$ cat src/rtl/peak_to_peak_current_meter_unit_assert.svh
// Assertion macros shared by the peak-to-peak current meter RTL.
// Each file that asserts includes this header; the file must have clk and rst_n.
// Defining NO_ASSERTIONS compiles all assertions away.
`ifndef PEAK_TO_PEAK_CURRENT_METER_UNIT_ASSERT_SVH
`define PEAK_TO_PEAK_CURRENT_METER_UNIT_ASSERT_SVH

`ifndef NO_ASSERTIONS

// Checked only while out of reset.
`define PTP_ASSERT(lbl, prop) \
  lbl: assert property (@(posedge clk) disable iff (!rst_n) prop) \
    else $error("peak-to-peak meter assertion failed");

// Checked at every edge, reset included.
`define PTP_ASSERT_ALWAYS(lbl, prop) \
  lbl: assert property (@(posedge clk) prop) \
    else $error("peak-to-peak meter assertion failed");

`else

`define PTP_ASSERT(lbl, prop)
`define PTP_ASSERT_ALWAYS(lbl, prop)

`endif

`endif

$ cat src/rtl/ptp_pkg.sv
// Package for the peak-to-peak current meter: configuration struct,
// register indexes, reset values and fixed widths. No dependencies.
package ptp_pkg;

  localparam int CFG_IDX_W       = 4;
  localparam int CFG_DATA_W      = 16;
  localparam int WLEN_W          = 16;
  localparam int FLOOR_W         = 10;
  localparam int GAIN_W          = 16;
  localparam int MA_W            = 16;
  localparam int GAIN_SHIFT      = 10;
  localparam int SAMPLE_BITS_MAX = 16;
  // Wide enough for the shifted product at the largest sample width.
  localparam int MA_EXT_W        = SAMPLE_BITS_MAX + GAIN_W - GAIN_SHIFT;
  // Common width for comparing an amplitude against the noise floor.
  localparam int CMP_W           = 16;

  localparam logic [CFG_IDX_W-1:0] REG_WINDOW_LENGTH  = 4'd0;
  localparam logic [CFG_IDX_W-1:0] REG_NOISE_FLOOR    = 4'd1;
  localparam logic [CFG_IDX_W-1:0] REG_CURRENT_GAIN   = 4'd2;
  localparam logic [CFG_IDX_W-1:0] REG_REPORT_STEP_MA = 4'd3;

  localparam logic [WLEN_W-1:0]  RST_WINDOW_LENGTH  = 16'd500;
  localparam logic [FLOOR_W-1:0] RST_NOISE_FLOOR    = 10'd18;
  localparam logic [GAIN_W-1:0]  RST_CURRENT_GAIN   = 16'd53019;
  localparam logic [MA_W-1:0]    RST_REPORT_STEP_MA = 16'd500;

  typedef struct packed {
    logic [WLEN_W-1:0]  window_length;
    logic [FLOOR_W-1:0] noise_floor;
    logic [GAIN_W-1:0]  current_gain;
    logic [MA_W-1:0]    report_step_ma;
  } ptp_cfg_t;

endpackage

$ cat src/rtl/ptp_window.sv
// Window tracker: running minimum, maximum and sample count, and the
// amplitude register loaded when a window closes. Depends on ptp_pkg and the assertion header.
`include "peak_to_peak_current_meter_unit_assert.svh"

module ptp_window
  import ptp_pkg::*;
#(
  parameter int SAMPLE_BITS = 10
) (
  input  logic                   clk,
  input  logic                   rst_n,
  input  ptp_cfg_t               cfg,
  input  logic                   in_valid,
  input  logic [SAMPLE_BITS-1:0] in_sample,
  output logic                   in_ready,
  output logic                   amp_valid,
  output logic [SAMPLE_BITS-1:0] amp,
  input  logic                   amp_ready
);

  logic [SAMPLE_BITS-1:0] low_r, low_nxt;
  logic [SAMPLE_BITS-1:0] high_r, high_nxt;
  logic [WLEN_W-1:0]      count_r, count_nxt;
  logic [WLEN_W-1:0]      len;
  logic [SAMPLE_BITS-1:0] amp_raw;
  logic [SAMPLE_BITS-1:0] amp_nxt;
  logic [SAMPLE_BITS-1:0] amp_r;
  logic                   amp_valid_r;
  logic                   accept;
  logic                   close;

  assign in_ready  = !amp_valid_r || amp_ready;
  assign accept    = in_valid && in_ready;
  assign amp_valid = amp_valid_r;
  assign amp       = amp_r;

  always_comb begin
    len       = (cfg.window_length == '0) ? WLEN_W'(1) : cfg.window_length;
    count_nxt = count_r + WLEN_W'(1);
    // A count that wrapped to zero also closes the window.
    close     = (count_nxt == '0) || (count_nxt >= len);
    low_nxt   = (in_sample < low_r)  ? in_sample : low_r;
    high_nxt  = (in_sample > high_r) ? in_sample : high_r;
    amp_raw   = (high_nxt >= low_nxt) ? (high_nxt - low_nxt) : '0;
    amp_nxt   = (CMP_W'(amp_raw) < CMP_W'(cfg.noise_floor)) ? '0 : amp_raw;
  end

  always_ff @(posedge clk) begin
    if (!rst_n) begin
      low_r       <= '1;
      high_r      <= '0;
      count_r     <= '0;
      amp_valid_r <= 1'b0;
    end else begin
      if (accept) begin
        if (close) begin
          low_r   <= '1;
          high_r  <= '0;
          count_r <= '0;
        end else begin
          low_r   <= low_nxt;
          high_r  <= high_nxt;
          count_r <= count_nxt;
        end
      end
      if (in_ready) begin
        amp_valid_r <= accept && close;
      end
    end
  end

  always_ff @(posedge clk) begin
    if (accept && close) begin
      amp_r <= amp_nxt;
    end
  end

  `PTP_ASSERT(a_close_restarts, (accept && close) |=> (count_r == '0 && high_r == '0))
  `PTP_ASSERT(a_low_below_high, (count_r != '0) |-> (low_r <= high_r))
  `PTP_ASSERT(a_amp_after_close, $rose(amp_valid_r) |-> $past(accept && close))

endmodule

$ cat src/rtl/ptp_scale.sv
// Scaling stage: amplitude times gain, shifted down and saturated to
// milliamps, held in a stage register. Depends on ptp_pkg.
module ptp_scale
  import ptp_pkg::*;
#(
  parameter int SAMPLE_BITS = 10
) (
  input  logic                   clk,
  input  logic                   rst_n,
  input  ptp_cfg_t               cfg,
  input  logic                   amp_valid,
  input  logic [SAMPLE_BITS-1:0] amp,
  output logic                   amp_ready,
  output logic                   ma_valid,
  output logic [SAMPLE_BITS-1:0] ma_amp,
  output logic [MA_W-1:0]        ma,
  input  logic                   ma_ready
);

  localparam int PROD_W = SAMPLE_BITS + GAIN_W;

  logic [PROD_W-1:0]          prod;
  logic [PROD_W-GAIN_SHIFT-1:0] ma_full;
  logic [MA_EXT_W-1:0]        ma_ext;
  logic [MA_W-1:0]            ma_sat;
  logic                       valid_r;
  logic [SAMPLE_BITS-1:0]     amp_r;
  logic [MA_W-1:0]            ma_r;

  assign amp_ready = !valid_r || ma_ready;
  assign ma_valid  = valid_r;
  assign ma_amp    = amp_r;
  assign ma        = ma_r;

  always_comb begin
    prod    = PROD_W'(amp) * PROD_W'(cfg.current_gain);
    ma_full = prod[PROD_W-1:GAIN_SHIFT];
    ma_ext  = MA_EXT_W'(ma_full);
    // Only wide samples can push the result past sixteen bits.
    ma_sat  = (|ma_ext[MA_EXT_W-1:MA_W]) ? '1 : ma_ext[MA_W-1:0];
  end

  always_ff @(posedge clk) begin
    if (!rst_n) begin
      valid_r <= 1'b0;
    end else if (amp_ready) begin
      valid_r <= amp_valid;
    end
  end

  always_ff @(posedge clk) begin
    if (amp_ready && amp_valid) begin
      amp_r <= amp;
      ma_r  <= ma_sat;
    end
  end

endmodule

$ cat src/rtl/ptp_report.sv
// Report stage: compares the current with the last reported value, keeps
// that value, and holds the result register. Depends on ptp_pkg and the assertion header.
`include "peak_to_peak_current_meter_unit_assert.svh"

module ptp_report
  import ptp_pkg::*;
#(
  parameter int SAMPLE_BITS = 10
) (
  input  logic                   clk,
  input  logic                   rst_n,
  input  ptp_cfg_t               cfg,
  input  logic                   ma_valid,
  input  logic [SAMPLE_BITS-1:0] ma_amp,
  input  logic [MA_W-1:0]        ma,
  output logic                   ma_ready,
  output logic                   out_valid,
  output logic [SAMPLE_BITS-1:0] out_amplitude,
  output logic [MA_W-1:0]        out_current_ma,
  output logic                   out_changed,
  input  logic                   out_ready
);

  logic [MA_W-1:0]        last_r;
  logic [MA_W-1:0]        diff;
  logic                   chg;
  logic                   load;
  logic                   out_valid_r;
  logic [SAMPLE_BITS-1:0] amp_r;
  logic [MA_W-1:0]        cur_r;
  logic                   chg_r;

  assign ma_ready       = !out_valid_r || out_ready;
  assign load           = ma_valid && ma_ready;
  assign out_valid      = out_valid_r;
  assign out_amplitude  = amp_r;
  assign out_current_ma = cur_r;
  assign out_changed    = chg_r;

  always_comb begin
    diff = (ma >= last_r) ? (ma - last_r) : (last_r - ma);
    chg  = diff > cfg.report_step_ma;
  end

  always_ff @(posedge clk) begin
    if (!rst_n) begin
      out_valid_r <= 1'b0;
      last_r      <= '0;
    end else begin
      if (ma_ready) begin
        out_valid_r <= ma_valid;
      end
      if (load && chg) begin
        last_r <= ma;
      end
    end
  end

  always_ff @(posedge clk) begin
    if (load) begin
      amp_r <= ma_amp;
      cur_r <= ma;
      chg_r <= chg;
    end
  end

  `PTP_ASSERT(a_last_follows_change, (load && chg) |=> (last_r == cur_r && chg_r))
  `PTP_ASSERT(a_last_kept, (load && !chg) |=> $stable(last_r))
  `PTP_ASSERT_ALWAYS(a_reset_empties, !rst_n |=> !out_valid_r)

endmodule

$ cat src/rtl/peak_to_peak_current_meter_unit.sv
// Top level of the peak-to-peak current meter: configuration registers and
// the three pipeline stages. Depends on ptp_pkg, ptp_window, ptp_scale, ptp_report.
//
// Usage:
//   in_valid/in_ready/in_sample carry one converter sample per transfer.
//   out_valid/out_ready carry one result per closed window: out_amplitude,
//   out_current_ma and out_changed. Samples that do not close a window give
//   no result.
//   cfg_valid/cfg_ready/cfg_index/cfg_wdata write the window length (0),
//   noise floor (1), current gain (2) and report step (3); other indexes are
//   ignored. cfg_ready is always high. Write only while the block is idle.
// Timing:
//   One sample is taken every cycle while in_ready is high. The result of the
//   sample that closes a window passes the amplitude register, the multiplier
//   stage register and the result register on its way to the outputs.
//   When the receiver stalls, results back up in those registers; in_ready
//   drops only once all three are full and the output is not taken.
// Reset:
//   Registers return to their defaults (500, 18, 53019, 500), a new window
//   opens, the last reported current becomes zero and the pipeline empties.
module peak_to_peak_current_meter_unit
  import ptp_pkg::*;
#(
  parameter int SAMPLE_BITS = 10
) (
  input  logic                   clk,
  input  logic                   rst_n,
  input  logic                   in_valid,
  output logic                   in_ready,
  input  logic [SAMPLE_BITS-1:0] in_sample,
  output logic                   out_valid,
  input  logic                   out_ready,
  output logic [SAMPLE_BITS-1:0] out_amplitude,
  output logic [MA_W-1:0]        out_current_ma,
  output logic                   out_changed,
  input  logic                   cfg_valid,
  output logic                   cfg_ready,
  input  logic [CFG_IDX_W-1:0]   cfg_index,
  input  logic [CFG_DATA_W-1:0]  cfg_wdata
);

  ptp_cfg_t               cfg_r;
  logic                   amp_valid;
  logic [SAMPLE_BITS-1:0] amp;
  logic                   amp_ready;
  logic                   ma_valid;
  logic [SAMPLE_BITS-1:0] ma_amp;
  logic [MA_W-1:0]        ma;
  logic                   ma_ready;

  assign cfg_ready = 1'b1;

  always_ff @(posedge clk) begin
    if (!rst_n) begin
      cfg_r.window_length  <= RST_WINDOW_LENGTH;
      cfg_r.noise_floor    <= RST_NOISE_FLOOR;
      cfg_r.current_gain   <= RST_CURRENT_GAIN;
      cfg_r.report_step_ma <= RST_REPORT_STEP_MA;
    end else if (cfg_valid && cfg_ready) begin
      case (cfg_index)
        REG_WINDOW_LENGTH:  cfg_r.window_length  <= cfg_wdata[WLEN_W-1:0];
        REG_NOISE_FLOOR:    cfg_r.noise_floor    <= cfg_wdata[FLOOR_W-1:0];
        REG_CURRENT_GAIN:   cfg_r.current_gain   <= cfg_wdata[GAIN_W-1:0];
        REG_REPORT_STEP_MA: cfg_r.report_step_ma <= cfg_wdata[MA_W-1:0];
        default: begin
        end
      endcase
    end
  end

  ptp_window #(
    .SAMPLE_BITS(SAMPLE_BITS)
  ) u_window (
    .clk       (clk),
    .rst_n     (rst_n),
    .cfg       (cfg_r),
    .in_valid  (in_valid),
    .in_sample (in_sample),
    .in_ready  (in_ready),
    .amp_valid (amp_valid),
    .amp       (amp),
    .amp_ready (amp_ready)
  );

  ptp_scale #(
    .SAMPLE_BITS(SAMPLE_BITS)
  ) u_scale (
    .clk       (clk),
    .rst_n     (rst_n),
    .cfg       (cfg_r),
    .amp_valid (amp_valid),
    .amp       (amp),
    .amp_ready (amp_ready),
    .ma_valid  (ma_valid),
    .ma_amp    (ma_amp),
    .ma        (ma),
    .ma_ready  (ma_ready)
  );

  ptp_report #(
    .SAMPLE_BITS(SAMPLE_BITS)
  ) u_report (
    .clk            (clk),
    .rst_n          (rst_n),
    .cfg            (cfg_r),
    .ma_valid       (ma_valid),
    .ma_amp         (ma_amp),
    .ma             (ma),
    .ma_ready       (ma_ready),
    .out_valid      (out_valid),
    .out_amplitude  (out_amplitude),
    .out_current_ma (out_current_ma),
    .out_changed    (out_changed),
    .out_ready      (out_ready)
  );

endmodule

$ cat config.mk
export PLATFORM = sky130hd
export DESIGN_NAME = peak_to_peak_current_meter_unit
export DESIGN_NICKNAME = d
export VERILOG_FILES = /design/src/rtl/ptp_pkg.sv /design/src/rtl/ptp_window.sv /design/src/rtl/ptp_scale.sv /design/src/rtl/ptp_report.sv /design/src/rtl/peak_to_peak_current_meter_unit.sv
export VERILOG_INCLUDE_DIRS = /design/src /design/src/rtl
export SDC_FILE = /design/constraint.sdc
export NUM_CORES = 1
export LEC_CHECK = 0
export ABC_AREA = 1
export BUFFER_PORTS_ARGS = -buffer_cell sky130_fd_sc_hd__buf_2
export CORE_UTILIZATION = 28
export DETAILED_ROUTE_END_ITERATION = 7
export PLACE_DENSITY_LB_ADDON = 0.05
export RECOVER_POWER = 25
export SLEW_MARGIN = 20
export SYNTH_ARGS = -nofsm -noshare
export SYNTH_HDL_FRONTEND = slang
export SYNTH_HIERARCHICAL = 1
export SYNTH_SLANG_ARGS = --single-unit
$ cat constraint.sdc
create_clock -name clk -period 12.6 [get_ports clk]
set_input_delay 1.89 -clock clk [delete_from_list [all_inputs] [get_ports clk]]
set_output_delay 1.89 -clock clk [all_outputs]
set_load 0.02 [all_outputs]
==> impl_metrics.toml <==
[placement]
place_hpwl_mm = 39.9
globalplace.congestion = 0.858
port_buffers = 63
dp_slack_ps = 5990

[timing]
tightest_slew_ps = 3920
rsz0062_at_grt = "no"
slew_headroom = -1.61
setup_viol = 0
worst_slack_ps = 6410
min_period_ps = 6190
skew_ps = 21.1
fmax_mhz = 162
finalCritPeriodShare = 0.491
final_hold_viol_count = 0
slew_viol_final = 123
fin_setup_tns_ps = 0

[layout]
fill_cells = 6585
multi_input_area_um2 = 10600
register_area_um2 = 4150
areaGrowthSynthToFinish_pct = 8.82
n_antenna_cell = 0
num-nets-final = 2679
drive_gt1_frac = 0.0792

[yosys]
syn_nets = 2677
synth-adder-area-share = 0.248
synthSimpleGateAreaFrac = 0.283
synth_edf_count = 63
synth_mux_area_frac = 0
synth_compound_area_frac = 0.0663
netlist_area_um2 = 17100
synth_top_family_by_area = "simple AND/OR/NAND/NOR gates"
syn_inst = 2371
synth_async_sr_flop_share = 0
synth_cell_types = 58
post_synth.cell_area_avg_um2 = 7.20
synth-xor-area-share = 0.0195
synth_top_area_frac = 0.143
ys_ff_latch = 176
ys_seq_area_frac = 0.243
yosysWarnings = 6
synth_area_leaders = "nand2_1, dfxtp_1, fa_1, ha_1, edfxtp_1"
yosys.area.top_type = "nand2_1"
synthFlopType = "dfxtp_1"

[clock_tree]
cts_root_buf = "clkbuf_16"
clk_pin_slew_worst_paths_ps = 70
postCtsResizedCells = 0
clock_sinks = 176
cts_buffer_depth = 2
cts_tree = "built"
cts_setup_buffers = 0
htreeDepth = 4
post_cts_hold_buffer_count = 0
cts-buffers-inserted = 17
clkLatencyLatePin_ps = 490

[floorplanning]
ios = 65
start_util = 0.283
rows = 90
die_x_um = 249
die_area_um2 = 62000
core_area_um2 = 60200
die_h_um = 249

[outcome]
violations = "capacitance limit, slew limit"
status = "complete, but fails checks"

[critical_path]
crit_cells = 5
worst-endpoint-arrival_ps = 6550
crit_type = "input pin to flop"
cp_num_buf_inv = 3
worstSetupStartpointType = "input pin"
rr_worst_depth = 17
cp_max_fo = 77
cp_top_family = "buffers and inverters"
required_ps = 12960
max_stage_delay_ps = 2680
crit_chain = "buf_2 > clkbuf_1 > inv_2 > nor2_8 > nand2_2"
endpoint_kind = "flop"
crit_slowest_cell = "clkbuf_1"

[global_route]
overflow = 0
grt_first_pass_wirelength_mm = 82.8
track_usage = 0.171
grt_max_degree = 78
grt_antenna_before_repair = 0
grt_pass1_vias = 14725

[power_and_ir_drop]
totalPowerFinal_mw = 1.82
power_leakage_nw = 9.76
powerDensity_nw_per_um2 = 97.9
p_comb_frac = 0.356
swShare = 0.390
power.net_switching_uw = 709
seq_power_share = 0.344
clock_power_share = 0.300
ir_worst_vdd_mv = 0.103
p_int_mw = 1.11

[min_path]
holdPathStages = 0
min_path_type = "flop to flop"

[route]
wl_per_cell_um = 16.3
first_iter_violations = 679
postRouteAntennaNets = 0
wl_mm = 51.6
vias = 14486
drt-pass1-iter-count = 5
drc_errors = 0
via_per_inst = 4.57

[flow_run]
cap_violations = 2
[power groups by stage]
stage | clock (mW) | sequential (mW) | combinational, mW
3_5_place_dp | 0 | 0.639 | 0.653
5_1_grt | 0.588 | 0.627 | 0.751
6_report | 0.546 | 0.626 | 0.648
4_1_cts | 0.571 | 0.626 | 0.656
3_3_place_gp | 0 | 0.639 | 0.653
2_1_floorplan | 0 | 0.632 | 0.480
[worst reg2reg max path: stages, from the launching register on]
cell      delay [ps]
edfxtp_1         910
nand2_1          210
fa_1             590
inv_1             50
fa_1             470
fa_1             540
fa_1             550
inv_1             60
fa_1             530
inv_1             40
ha_1             380
a21o_1           210
a21boi_0         270
nand2_1          160
a21oi_1          240
nand2_1           70
nand2_1           60
nand2_1           40
[routing by layer]
| metal | track usage | part of all wire |
|---|---|---|
| met1 | 0.231 | 0.48 |
| met2 | 0.286 | 0.47 |
| met4 | 0.0453 | 0.015 |
| met3 | 0.0241 | 0.030 |
| met5 | 0 | 0 |
[logic make-up (layout without fill, tap and decap cells)]
group	after synthesis	after routing
compound gates	203	203
xor+xnor	38	38
fa+ha+maj	271	271
buf+inv	606	621
flops	176	176
other cells	1	1
simple gates	1076	1076
[area by class of cell]
cell class / instances / share of cell area
Tap cell: 782 / 0.0527
Multi-Input combinational cell: 1589 / 0.568
Inverter: 518 / 0.105
Clock inverter: 14 / 0.00734
Timing Repair Buffer: 71 / 0.0198
Clock buffer: 18 / 0.0236
Sequential cell: 176 / 0.224
[layout by cell type, fill, tap and decap left out, types with 46 or more instances in the layout]
cell type  instances
buf_2             63
nand3_1           83
ha_1             159
nor2_1           130
fa_1             112
nand4_1          115
dfxtp_1          113
inv_1            502
nand2_1          652
o21ai_0           46
a21oi_1          119
edfxtp_1          63
[cells in the mapped netlist (11+ instances only)]
master,instances
nor2_2,11
nor3_1,18
nand3_1,83
nand2_1,652
nor2_1,130
buf_2,17
inv_1,502
clkbuf_1,49
dfxtp_1,113
xor2_1,28
ha_1,159
edfxtp_1,63
nand4_1,115
inv_2,11
o21ai_0,46
fa_1,112
nand2_2,27
a21oi_1,120
[state kept, by name, summed over array words and instances (netlist names)]
name,cells
cfg_r,58
u_report/last_r,16
u_report/out_current_ma,16
u_scale/ma,16
u_window/count_r,16
u_report/out_amplitude,10
u_scale/ma_amp,10
u_window/amp,10
u_window/high_r,10
u_window/low_r,10
u_report/out_changed,1
u_report/out_valid,1
u_scale/ma_valid,1
u_window/amp_valid,1
[stage by stage]
step | util | hold WS [ps] | area (um2) | instances
after detailed placement | 0.299 | 405 | 18000 | 3136
after global routing | 0.308 | 431 | 18600 | 3168
after floorplan | - | 400 | 17100 | 2371
after global placement | 0.299 | 408 | 18000 | 3136
final | 0.308 | 425 | 18600 | 3168
after CTS | 0.308 | 429 | 18600 | 3168
[path summary, 6_finish.rpt]
check	slack [ps]	to	from
min	430	u_report/out_amplitude[1]	u_scale/ma_amp[1]
min reg2reg	430	u_report/out_amplitude[1]	u_scale/ma_amp[1]
max	6410	u_window/low_r[0]	rst_n
max reg2reg	6990	u_scale/ma[14]	u_window/amp[6]
No activity file was read; power rests on OpenSTA's default activity.
